### config.mk
export PLATFORM = sky130hd
export DESIGN_NAME = stack_fold_reducer_top
export DESIGN_NICKNAME = d
export VERILOG_FILES = /design/src/design/sfr_pkg.sv /design/src/design/stack_fold_reducer_top.sv
export SDC_FILE = /design/constraint.sdc
export NUM_CORES = 2
export LEC_CHECK = 0
export ABC_CLOCK_PERIOD_IN_PS = 8100
export BUFFER_PORTS_ARGS = -buffer_cell sky130_fd_sc_hd__buf_2
export CORE_MARGIN = 2
export CORE_UTILIZATION = 30
export CTS_CLUSTER_SIZE = 25
export DETAILED_ROUTE_END_ITERATION = 12
export PLACE_DENSITY = 0.46
export SYNTH_ARGS = -nofsm -noshare
export SYNTH_HDL_FRONTEND = slang
export SYNTH_SLANG_ARGS = --single-unit
### constraint.sdc
create_clock -name clk -period 8.1 [get_ports clk]
set_input_delay 0.81 -clock clk [delete_from_list [all_inputs] [get_ports clk]]
set_output_delay 0.81 -clock clk [all_outputs]
set_load 0.01 [all_outputs]
### src/design/sfr_pkg.sv
// ----------------------------------------------------------------------------
// sfr_pkg - shared definitions for the stack fold reducer
// Action codes, status codes and field widths used by the reducer.
// ----------------------------------------------------------------------------
package sfr_pkg;

    // field widths
    localparam int ACTION_W = 3;
    localparam int VALUE_W  = 32;
    localparam int COUNT_W  = 7;
    localparam int STATUS_W = 2;

    typedef logic [ACTION_W-1:0] action_t;
    typedef logic [STATUS_W-1:0] status_t;
    typedef logic [VALUE_W-1:0]  value_t;

    // action codes
    localparam action_t ACT_PUSH = 3'd0;
    localparam action_t ACT_ADD  = 3'd1;
    localparam action_t ACT_SUB  = 3'd2;
    localparam action_t ACT_MUL  = 3'd3;
    localparam action_t ACT_DIV  = 3'd4;

    // status codes
    localparam status_t ST_DONE    = 2'd0;
    localparam status_t ST_IGNORED = 2'd1;
    localparam status_t ST_FULL    = 2'd2;
    localparam status_t ST_DIVZERO = 2'd3;

    // divider step counter width
    localparam int DIV_CNT_W = 5;

endpackage

### src/design/stack_fold_reducer_top.sv
// ----------------------------------------------------------------------------
// stack_fold_reducer_top - stack of signed values with whole-stack folds
// Pushes values onto a stack memory and folds the stack with +, -, * or /.
// ----------------------------------------------------------------------------
// Usage:
//   Requests enter on the s_axis channel: tuser carries the action code,
//   tdata the operand. Each request gives exactly one response on m_axis:
//   tdata carries the bottom entry and the entry count, tuser the status.
//   A push, ignored or refused request is answered from the output register,
//   and the next request can be taken while that response drains.
//   A fold reads the top entry, then does one memory read and one accumulate
//   per entry below the top for add, subtract and multiply, plus the final
//   write back; for divide, each entry below the top takes one step state and
//   then a run of the one-bit-per-cycle restoring divider. A divide by zero
//   stops at the first zero entry met walking down from the top.
//   Reset empties the stack (count zero); the memory itself is not cleared
//   and needs no clearing pass.
//   A stalled response holds in the output register; a new request is taken
//   only while that register is empty or being drained, so nothing is lost.
// ----------------------------------------------------------------------------
module stack_fold_reducer_top #(
    parameter int STACK_DEPTH = 64
) (
    input  logic                    clk,
    input  logic                    rst_n,
    input  logic                    s_axis_tvalid,
    output logic                    s_axis_tready,
    // [31:0] operand_value
    input  logic [31:0]             s_axis_tdata,
    // [2:0] action
    input  logic [2:0]              s_axis_tuser,
    output logic                    m_axis_tvalid,
    input  logic                    m_axis_tready,
    // [31:0] bottom_value, [38:32] entry_count, [39] zero fill
    output logic [39:0]             m_axis_tdata,
    // [1:0] status
    output logic [1:0]              m_axis_tuser
);
    import sfr_pkg::*;

    localparam int CNT_W  = $clog2(STACK_DEPTH + 1);
    localparam int ADDR_W = $clog2(STACK_DEPTH);

    typedef enum logic [2:0] {
        S_IDLE,
        S_TOP,
        S_STEP,
        S_DIV,
        S_WRITE
    } state_t;

    // stack memory
    value_t mem [STACK_DEPTH];
    value_t rd_data_reg;
    logic [ADDR_W-1:0] rd_addr;
    logic              wr_en;
    logic [ADDR_W-1:0] wr_addr;
    value_t            wr_data;

    state_t            state_reg, state_next;
    logic [CNT_W-1:0]  count_reg, count_next;
    value_t            bottom_reg, bottom_next;
    logic [ADDR_W-1:0] idx_reg, idx_next;
    action_t           op_reg, op_next;
    value_t            acc_reg, acc_next;
    value_t            dvd_reg, dvd_next;
    value_t            rem_reg, rem_next;
    value_t            dvs_reg, dvs_next;
    logic              neg_reg, neg_next;
    logic [DIV_CNT_W-1:0] bit_cnt_reg, bit_cnt_next;
    logic              out_valid_reg, out_valid_next;
    value_t            out_bottom_reg, out_bottom_next;
    logic [COUNT_W-1:0] out_count_reg, out_count_next;
    status_t           out_status_reg, out_status_next;

    logic              in_take;
    action_t           in_action;
    value_t            in_value;
    value_t            entry;
    logic [VALUE_W:0]  trial;
    logic              q_bit;
    value_t            q_final;
    value_t            acc_mag;
    value_t            ent_mag;

    assign in_action     = s_axis_tuser;
    assign in_value      = s_axis_tdata;
    assign s_axis_tready = (state_reg == S_IDLE) && (!out_valid_reg || m_axis_tready);
    assign in_take       = s_axis_tvalid && s_axis_tready;
    assign entry         = rd_data_reg;

    assign m_axis_tvalid = out_valid_reg;
    assign m_axis_tdata  = {1'b0, out_count_reg, out_bottom_reg};
    assign m_axis_tuser  = out_status_reg;

    // divider datapath: one quotient bit per cycle
    assign trial   = {rem_reg, dvd_reg[VALUE_W-1]};
    assign q_bit   = (trial >= {1'b0, dvs_reg});
    assign q_final = {dvd_reg[VALUE_W-2:0], q_bit};
    assign acc_mag = acc_reg[VALUE_W-1] ? (value_t'(0) - acc_reg) : acc_reg;
    assign ent_mag = entry[VALUE_W-1] ? (value_t'(0) - entry) : entry;

    // memory ports
    always_ff @(posedge clk)
    begin
        if (wr_en)
        begin
            mem[wr_addr] <= wr_data;
        end
        rd_data_reg <= mem[rd_addr];
    end

    // next state and datapath
    always_comb
    begin
        state_next      = state_reg;
        count_next      = count_reg;
        bottom_next     = bottom_reg;
        idx_next        = idx_reg;
        op_next         = op_reg;
        acc_next        = acc_reg;
        dvd_next        = dvd_reg;
        rem_next        = rem_reg;
        dvs_next        = dvs_reg;
        neg_next        = neg_reg;
        bit_cnt_next    = bit_cnt_reg;
        out_valid_next  = out_valid_reg && !m_axis_tready;
        out_bottom_next = out_bottom_reg;
        out_count_next  = out_count_reg;
        out_status_next = out_status_reg;
        rd_addr         = idx_reg;
        wr_en           = 1'b0;
        wr_addr         = count_reg[ADDR_W-1:0];
        wr_data         = in_value;

        case (state_reg)
            S_IDLE:
            begin
                rd_addr = ADDR_W'(count_reg - CNT_W'(1));
                if (in_take)
                begin
                    out_valid_next  = 1'b1;
                    out_bottom_next = (count_reg != '0) ? bottom_reg : '0;
                    out_count_next  = COUNT_W'(count_reg);
                    out_status_next = ST_IGNORED;
                    if (in_action == ACT_PUSH)
                    begin
                        if (in_value == '0)
                        begin
                            out_status_next = ST_IGNORED;
                        end
                        else if (count_reg >= CNT_W'(STACK_DEPTH))
                        begin
                            out_status_next = ST_FULL;
                        end
                        else
                        begin
                            // push onto the top
                            wr_en           = 1'b1;
                            count_next      = count_reg + CNT_W'(1);
                            out_count_next  = COUNT_W'(count_reg + CNT_W'(1));
                            out_status_next = ST_DONE;
                            if (count_reg == '0)
                            begin
                                bottom_next     = in_value;
                                out_bottom_next = in_value;
                            end
                        end
                    end
                    else if ((in_action == ACT_ADD || in_action == ACT_SUB ||
                              in_action == ACT_MUL || in_action == ACT_DIV) &&
                             count_reg >= CNT_W'(2))
                    begin
                        // start a fold: top entry is being read now
                        out_valid_next = 1'b0;
                        op_next        = in_action;
                        idx_next       = ADDR_W'(count_reg - CNT_W'(2));
                        state_next     = S_TOP;
                    end
                end
            end

            S_TOP:
            begin
                acc_next   = entry;
                rd_addr    = idx_reg;
                state_next = S_STEP;
            end

            S_STEP:
            begin
                rd_addr = idx_reg - ADDR_W'(1);
                case (op_reg)
                    ACT_ADD: acc_next = acc_reg + entry;
                    ACT_SUB: acc_next = acc_reg - entry;
                    ACT_MUL: acc_next = value_t'(acc_reg * entry);
                    default: acc_next = acc_reg;
                endcase
                if (op_reg == ACT_DIV)
                begin
                    if (entry == '0)
                    begin
                        // divide by zero: stack left as it was
                        out_valid_next  = 1'b1;
                        out_bottom_next = bottom_reg;
                        out_count_next  = COUNT_W'(count_reg);
                        out_status_next = ST_DIVZERO;
                        state_next      = S_IDLE;
                    end
                    else
                    begin
                        dvd_next     = acc_mag;
                        dvs_next     = ent_mag;
                        rem_next     = '0;
                        neg_next     = acc_reg[VALUE_W-1] ^ entry[VALUE_W-1];
                        bit_cnt_next = '0;
                        state_next   = S_DIV;
                    end
                end
                else if (idx_reg == '0)
                begin
                    state_next = S_WRITE;
                end
                else
                begin
                    idx_next = idx_reg - ADDR_W'(1);
                end
            end

            S_DIV:
            begin
                rd_addr      = idx_reg - ADDR_W'(1);
                dvd_next     = q_final;
                rem_next     = q_bit ? value_t'(trial - {1'b0, dvs_reg}) : trial[VALUE_W-1:0];
                bit_cnt_next = bit_cnt_reg + DIV_CNT_W'(1);
                if (bit_cnt_reg == '1)
                begin
                    acc_next = neg_reg ? (value_t'(0) - q_final) : q_final;
                    if (idx_reg == '0)
                    begin
                        state_next = S_WRITE;
                    end
                    else
                    begin
                        // next entry read issued this cycle
                        idx_next   = idx_reg - ADDR_W'(1);
                        state_next = S_STEP;
                    end
                end
            end

            S_WRITE:
            begin
                // folded value replaces the stack
                wr_en           = 1'b1;
                wr_addr         = '0;
                wr_data         = acc_reg;
                count_next      = CNT_W'(1);
                bottom_next     = acc_reg;
                out_valid_next  = 1'b1;
                out_bottom_next = acc_reg;
                out_count_next  = COUNT_W'(1);
                out_status_next = ST_DONE;
                state_next      = S_IDLE;
            end

            default:
            begin
                state_next = S_IDLE;
            end
        endcase
    end

    // state and registered outputs
    always_ff @(posedge clk or negedge rst_n)
    begin
        if (!rst_n)
        begin
            state_reg     <= S_IDLE;
            count_reg     <= '0;
            out_valid_reg <= 1'b0;
            bit_cnt_reg   <= '0;
        end
        else
        begin
            state_reg     <= state_next;
            count_reg     <= count_next;
            out_valid_reg <= out_valid_next;
            bit_cnt_reg   <= bit_cnt_next;
        end
    end

    // payload registers
    always_ff @(posedge clk)
    begin
        bottom_reg     <= bottom_next;
        idx_reg        <= idx_next;
        op_reg         <= op_next;
        acc_reg        <= acc_next;
        dvd_reg        <= dvd_next;
        rem_reg        <= rem_next;
        dvs_reg        <= dvs_next;
        neg_reg        <= neg_next;
        out_bottom_reg <= out_bottom_next;
        out_count_reg  <= out_count_next;
        out_status_reg <= out_status_next;
    end

endmodule
# Word level (Yosys, flattened, before mapping)
# Memories as Yosys holds them, arrays and structs flattened. A register that Yosys moved wholly into a read port is not among the register bits.
# Cells that the tools add are included.
op_classes:
  add_sub_neg: 11
  n_mul: 1
  div: 0
  n_lt_le_gt_ge: 3
  n_eq_ne: 27
  n_shift: 0
  mux: 78
  bitwise_logic: 3
  reduce_logical: 32
op_table:
  columns: ["operator", "n"]
  rows:
  - ["two-way mux 32 bit", 22]
  - ["one-hot mux 32 bit (3 select lines)", 3]
  - ["one-hot mux 32 bit (2 select lines)", 3]
  - ["subtractor 1 x 32 -> 32 bit (first input constant)", 3]
  - ["zero test 32 bit", 2]
  - ["subtractor 32 bit", 2]
  - ["two-way mux 6 bit", 7]
  - ["two-way mux 7 bit", 6]
  - [">= comparator 33 x 32 -> 1 bit", 1]
  - ["adder 32 bit", 1]
  - ["multiplier 32 x 32 -> 32 bit", 1]
  - ["two-way mux 31 bit", 1]
  - ["two-way mux 3 bit", 7]
  - ["one-hot mux 7 bit (3 select lines)", 1]
  - ["equality test 3 x 2 -> 1 bit (second input constant)", 6]
  - ["!= test 2 bit (second input constant)", 9]
  - ["one-hot mux 6 bit (3 select lines)", 1]
  - ["two-way mux 2 bit", 7]
  - ["one-hot mux 7 bit (2 select lines)", 1]
  - ["one-hot mux 3 bit (4 select lines)", 1]
  - ["one-hot mux 6 bit (2 select lines)", 1]
  - ["AND reduction 6 bit", 2]
  - ["subtractor 6 x 1 -> 6 bit (second input constant)", 2]
  - ["two-way mux 1 bit", 11]
  - ["other kinds (32)", 54]
totals:
  register_bits: 227
  latchBits: 0
  mem_bits_rw: 2048
  romBits: 0
  in_bits: 39
  out_inout_bits: 44
  elab_cells: 172
  mem_count: 1
memory_table:
  columns: ["name", "words", "word_bits", "rd", "rd_ports_with_merged_regs", "wr", "line", "source"]
  rows:
  - ["mem", 64, 32, 1, 1, 1, "stack_fold_reducer_top.sv:53", "value_t mem [STACK_DEPTH];"]

# Logic depth before layout (Yosys ltp)
logic_depth:
  ltp_word: 9
  ltp_mapped: 28

# Worst setup path before layout
# OpenSTA, ideal clock, no wires.
synth_path:
  path_kind: "reg-to-reg"
  start: "reg rd_data_reg[6], in the netlist entry[6] (read register of mem)"
  end: "reg acc_reg[31], data pin"
  setup_ns: 0.275
  t_arrival_ns: 6.864
  required_time_ns: 7.825
  slack_ns: 0.961
  path_stages_with_launch: 27
  synth_period_minus_slack_ns: 7.139
  cell_sequence: "dfxtp_1 -> clkbuf_1 -> clkbuf_1 -> and2_1 -> fa_1 -> fa_1 -> fa_1 -> inv_1 -> fa_1 -> inv_1 -> fa_1 -> inv_1 -> fa_1 -> inv_1 -> fa_1 -> fa_1 -> ha_1 -> a21o_1 -> a21o_1 -> a21oi_1 -> nand2_1 -> a31oi_1 -> o21ai_0 -> o21ai_0 -> o21ai_0 -> xnor2_1 -> o221ai_1"
synth_via:
  elab_chain_len: 3
  elab_cells_between_ends: 5
  cone_classes: "2 x add/sub; 1 x mul; 2 x mux"
synth_rtl:
  columns: ["element", "line", "source"]
  rows:
  - ["from (decl)", "stack_fold_reducer_top.sv:54", "value_t rd_data_reg;"]
  - ["multiplier 32 x 32 -> 32 bit, or another cell as far along", "stack_fold_reducer_top.sv:196", "ACT_MUL: acc_next = value_t'(acc_reg * entry);"]
  - ["one-hot mux 32 bit (3 select lines) (*)", "stack_fold_reducer_top.sv:193", "case (op_reg)"]
  - ["one-hot mux 32 bit (3 select lines) (*)", "stack_fold_reducer_top.sv:136", "case (state_reg)"]
  - ["named net acc_next[31]", "stack_fold_reducer_top.sv:65", "value_t acc_reg, acc_next;"]
  - ["to (signal assigned)", "stack_fold_reducer_top.sv:299", "acc_reg <= acc_next;"]
  - ["to (decl)", "stack_fold_reducer_top.sv:65", null]
# Mark *: on every way through the listed nets, which the timed path passes. The rest lies on a longest branch.
# A chain may end at the register's enable or synchronous reset.

# Worst setup path after layout
layout_path:
  start: "reg rd_data_reg[15], in the netlist entry[15] (read register of mem)"
  end: "reg acc_reg[31], data pin"
# Same word-level chain as after synthesis.

==> results.json <==
{
  "grt_max_degree": 136,
  "antenna_found_initial": 21,
  "finalCritPeriodShare_pct": 95.08,
  "drtIter0Drc": 7090,
  "largest-register": "mem",
  "skew_ps": 68.23,
  "hp-class": "input pin to register",
  "worst-path-max-fanout": 13,
  "drc": 0,
  "post_cts.repair.setup_buffers": 0,
  "dr.pass1.iters": 6,
  "cts.root.buffer_cell": "clkbuf_16",
  "hpwl_mm": 233.1,
  "stdcell_count": 14426,
  "areaGrowthSynthToFinish_pct": 14.78,
  "rsz0062_at_grt": "no",
  "hold_buffers": 1,
  "setup_viol": 0,
  "critPathCaptureType": "register",
  "ys.warnings.count": 0,
  "syn-num-nets": 9749,
  "cts.clk_slew.worst_paths_ps": 60,
  "synth_top_family_by_area": "compound AO/OA/AOI/OAI gates",
  "clk_latency_ps": 920,
  "synth_edf_count": 2259,
  "max_freq_ghz": 0.1298,
  "grt_first_pass_wirelength_mm": 545.0,
  "avgSynthCellArea_sq_um": 12.53,
  "synth_ff_type": "edfxtp_1",
  "synth-xor-area-share_pct": 1.936,
  "portBuffers": 81,
  "muxShareOfSynthArea_pct": 1.275,
  "start_kind": "register",
  "required_ps": 8700,
  "fin_crit_ps": 7702,
  "die_w_um": 620.5,
  "numCtsBuffers": 272,
  "cts_tree": "done",
  "avgViaCountPerCell": 5.187,
  "drive_gt1_share_pct": 10.45,
  "ys_seq_area_share_pct": 60.42,
  "tightest_slew_ps": 1315,
  "dieArea_sq_um": 385000,
  "hold_viol": 0,
  "wl_mm": 377.5,
  "final_max_slew_viol_count": 0,
  "htree_num_levels": 5,
  "cap_violations": 0,
  "synth_fa_ha_area_share_pct": 9.395,
  "place.gp.congestion": 0.8735,
  "tns_ps": 0,
  "synth_compound_area_share_pct": 11.65,
  "critical_path_class": "register to register",
  "synthSimpleGateAreaFrac_pct": 11.61,
  "ys_async_sr_fraction_pct": 0.6935,
  "initial_core_util_pct": 30.11,
  "clk_path_buf_depth": 4,
  "ios": 83,
  "grt_usage_pct": 19.32,
  "status": "finished clean",
  "place_ws_ps": 545.1,
  "nets": 9839,
  "slew_headroom_pct": 12.30,
  "synth_cell_type_count": 79,
  "syn_inst": 9100,
  "grt_pass1_vias": 75077,
  "arrival_ps": 8300,
  "wl_per_cell_um": 26.17,
  "die_h_um": 620.5,
  "timing.hold.ws_ps": 247.3,
  "cts_sinks": 2307,
  "overflow": 0,
  "num_vias": 74828,
  "core-area_sq_um": 378600,
  "dp_cells": 13931,
  "cts_resized": 0,
  "netlist_area_sq_um": 114000,
  "rows": 226,
  "setup_ws_ps": 398.5,
  "ant_nets": 0,
  "largest_reg_flops": 2048,
  "yosys_register_bits": 2307
}
## metal layers
layer / routed length (um) / global-route usage (%) / vias to the layer above / share of wire, %
met5: 37 / 0 / - / 0.0098
met4: 13230 / 6.331 / 6 / 3.5
met3: 20620 / 2.396 / 489 / 5.5
met2: 175300 / 31.21 / 2158 / 46
met1: 168300 / 26.85 / 38789 / 45
li1: - / - / 33386 / -
## worst max-delay path: stages (launching register included)
cell and delay, ps:
dfxtp_1 950, buf_4 410, and2_1 330, fa_1 490
inv_1 90, fa_1 430, fa_1 480, fa_1 530
fa_1 580, fa_1 430, fa_1 460, fa_1 390
xnor2_1 220, xnor2_1 160, xnor2_1 160, xnor2_1 120
xnor2_1 480, xnor2_1 170, xnor2_1 250, xnor2_1 160
o221ai_1 130
## through the flow
| step | area [sq um] | util [%] |
|---|---|---|
| after global routing | 130800 | 34.55 |
| final | 130800 | 34.56 |
| after floorplan | 114000 | - |
| after detailed placement | 122300 | 32.31 |
| after global placement | 122300 | 32.30 |
| after CTS | 130800 | 34.55 |
## layout by cell type (no fill, tap or decap), drive strengths merged, types with 41 or more instances in the layout
cell,count
nor2,220
clkbuf,361
o21ai,148
a211oi,728
o31ai,42
a21oi,223
clkinv,98
a31oi,241
ha,200
nor3,41
a21o,43
buf,464
o211ai,75
and2,763
edfxtp,2259
mux2i,143
xnor2,135
fa,410
nand3,160
nand2,1446
a311oi,95
inv,482
a211o,72
xor2,117
a311o,65
## cell type report
class	instances	area, sq um
Tap cell	5016	6276
Multi-Input combinational cell	5673	41750
Sequential cell	2307	68880
Clock buffer	361	7266
Inverter	471	1768
Fill cell	36969	247800
Timing Repair Buffer	465	3674
Clock inverter	123	1215
Antenna cell	10	25.02
## cells in the mapped netlist (14+ instances only)
library cell  instances  area [sq um]
nor4_1               17         106.4
a211oi_1            728          5465
a21oi_1             223          1116
a21o_1               43         322.8
ha_1                200          2502
o21ai_0             143         715.7
a311oi_1             95         832.1
mux2i_1             143          1431
a31oi_1             241          1508
o21a_1               19         142.6
o211ai_1             75         563.0
a211o_1              72         630.6
clkbuf_1            571          2143
nor2b_1              20         125.1
nor3_1               40         200.2
and2_1              705          4410
edfxtp_1           2259         67840
buf_1                60         225.2
dfxtp_1              32         640.6
nand2_1            1446          5428
fa_1                410          8208
dfrtp_1              16         400.4
nand3_1             160         800.8
or3_1                28         175.2
inv_1               471          1768
a311o_1              65         650.6
xor2_1              117          1025
xnor2_1             135          1182
nand2b_1             26         162.7
buf_2                17         85.08
and2_0               58         362.9
nand4_1              17         106.4
o31ai_1              42         315.3
a22oi_1              14         105.1
nor2_1              220         825.8
a222oi_1             34         340.3
## logic make-up (layout without fill, tap and decap cells)
kind of cell | count (synthesis) | in the layout
muxes | 145 | 145
DFF | 2307 | 2307
xor gates and xnor gates | 252 | 252
adders and majority gates | 610 | 610
other | 1 | 11
and+or+nand+nor | 2804 | 2804
buffers and inverters | 1120 | 1420
AOI/OAI and AO/OA | 1861 | 1861
## path summary, 6_finish.rpt
path	startpoint	endpoint	slack (ps)	cells after the start
max	entry[15]$_DFF_P_	acc_reg[31]$_DFFE_PP_	400	20
min	s_axis_tuser[0]	op_reg[0]$_DFFE_PP_	250	1
max reg2reg	entry[15]$_DFF_P_	acc_reg[31]$_DFFE_PP_	400	20
min reg2reg	bit_cnt_reg[4]$_DFFE_PN0P_	bit_cnt_reg[4]$_DFFE_PN0P_	510	1
max in group asynchronous	rst_n	count_reg[3]$_DFFE_PN0P_	7260	2
min in group asynchronous	rst_n	state_reg[2]$_DFFE_PN0P_	530	2
Power is left out: the tool's default activity adds up to more than one toggle a clock period on the data nets, which glitch-free logic cannot reach.
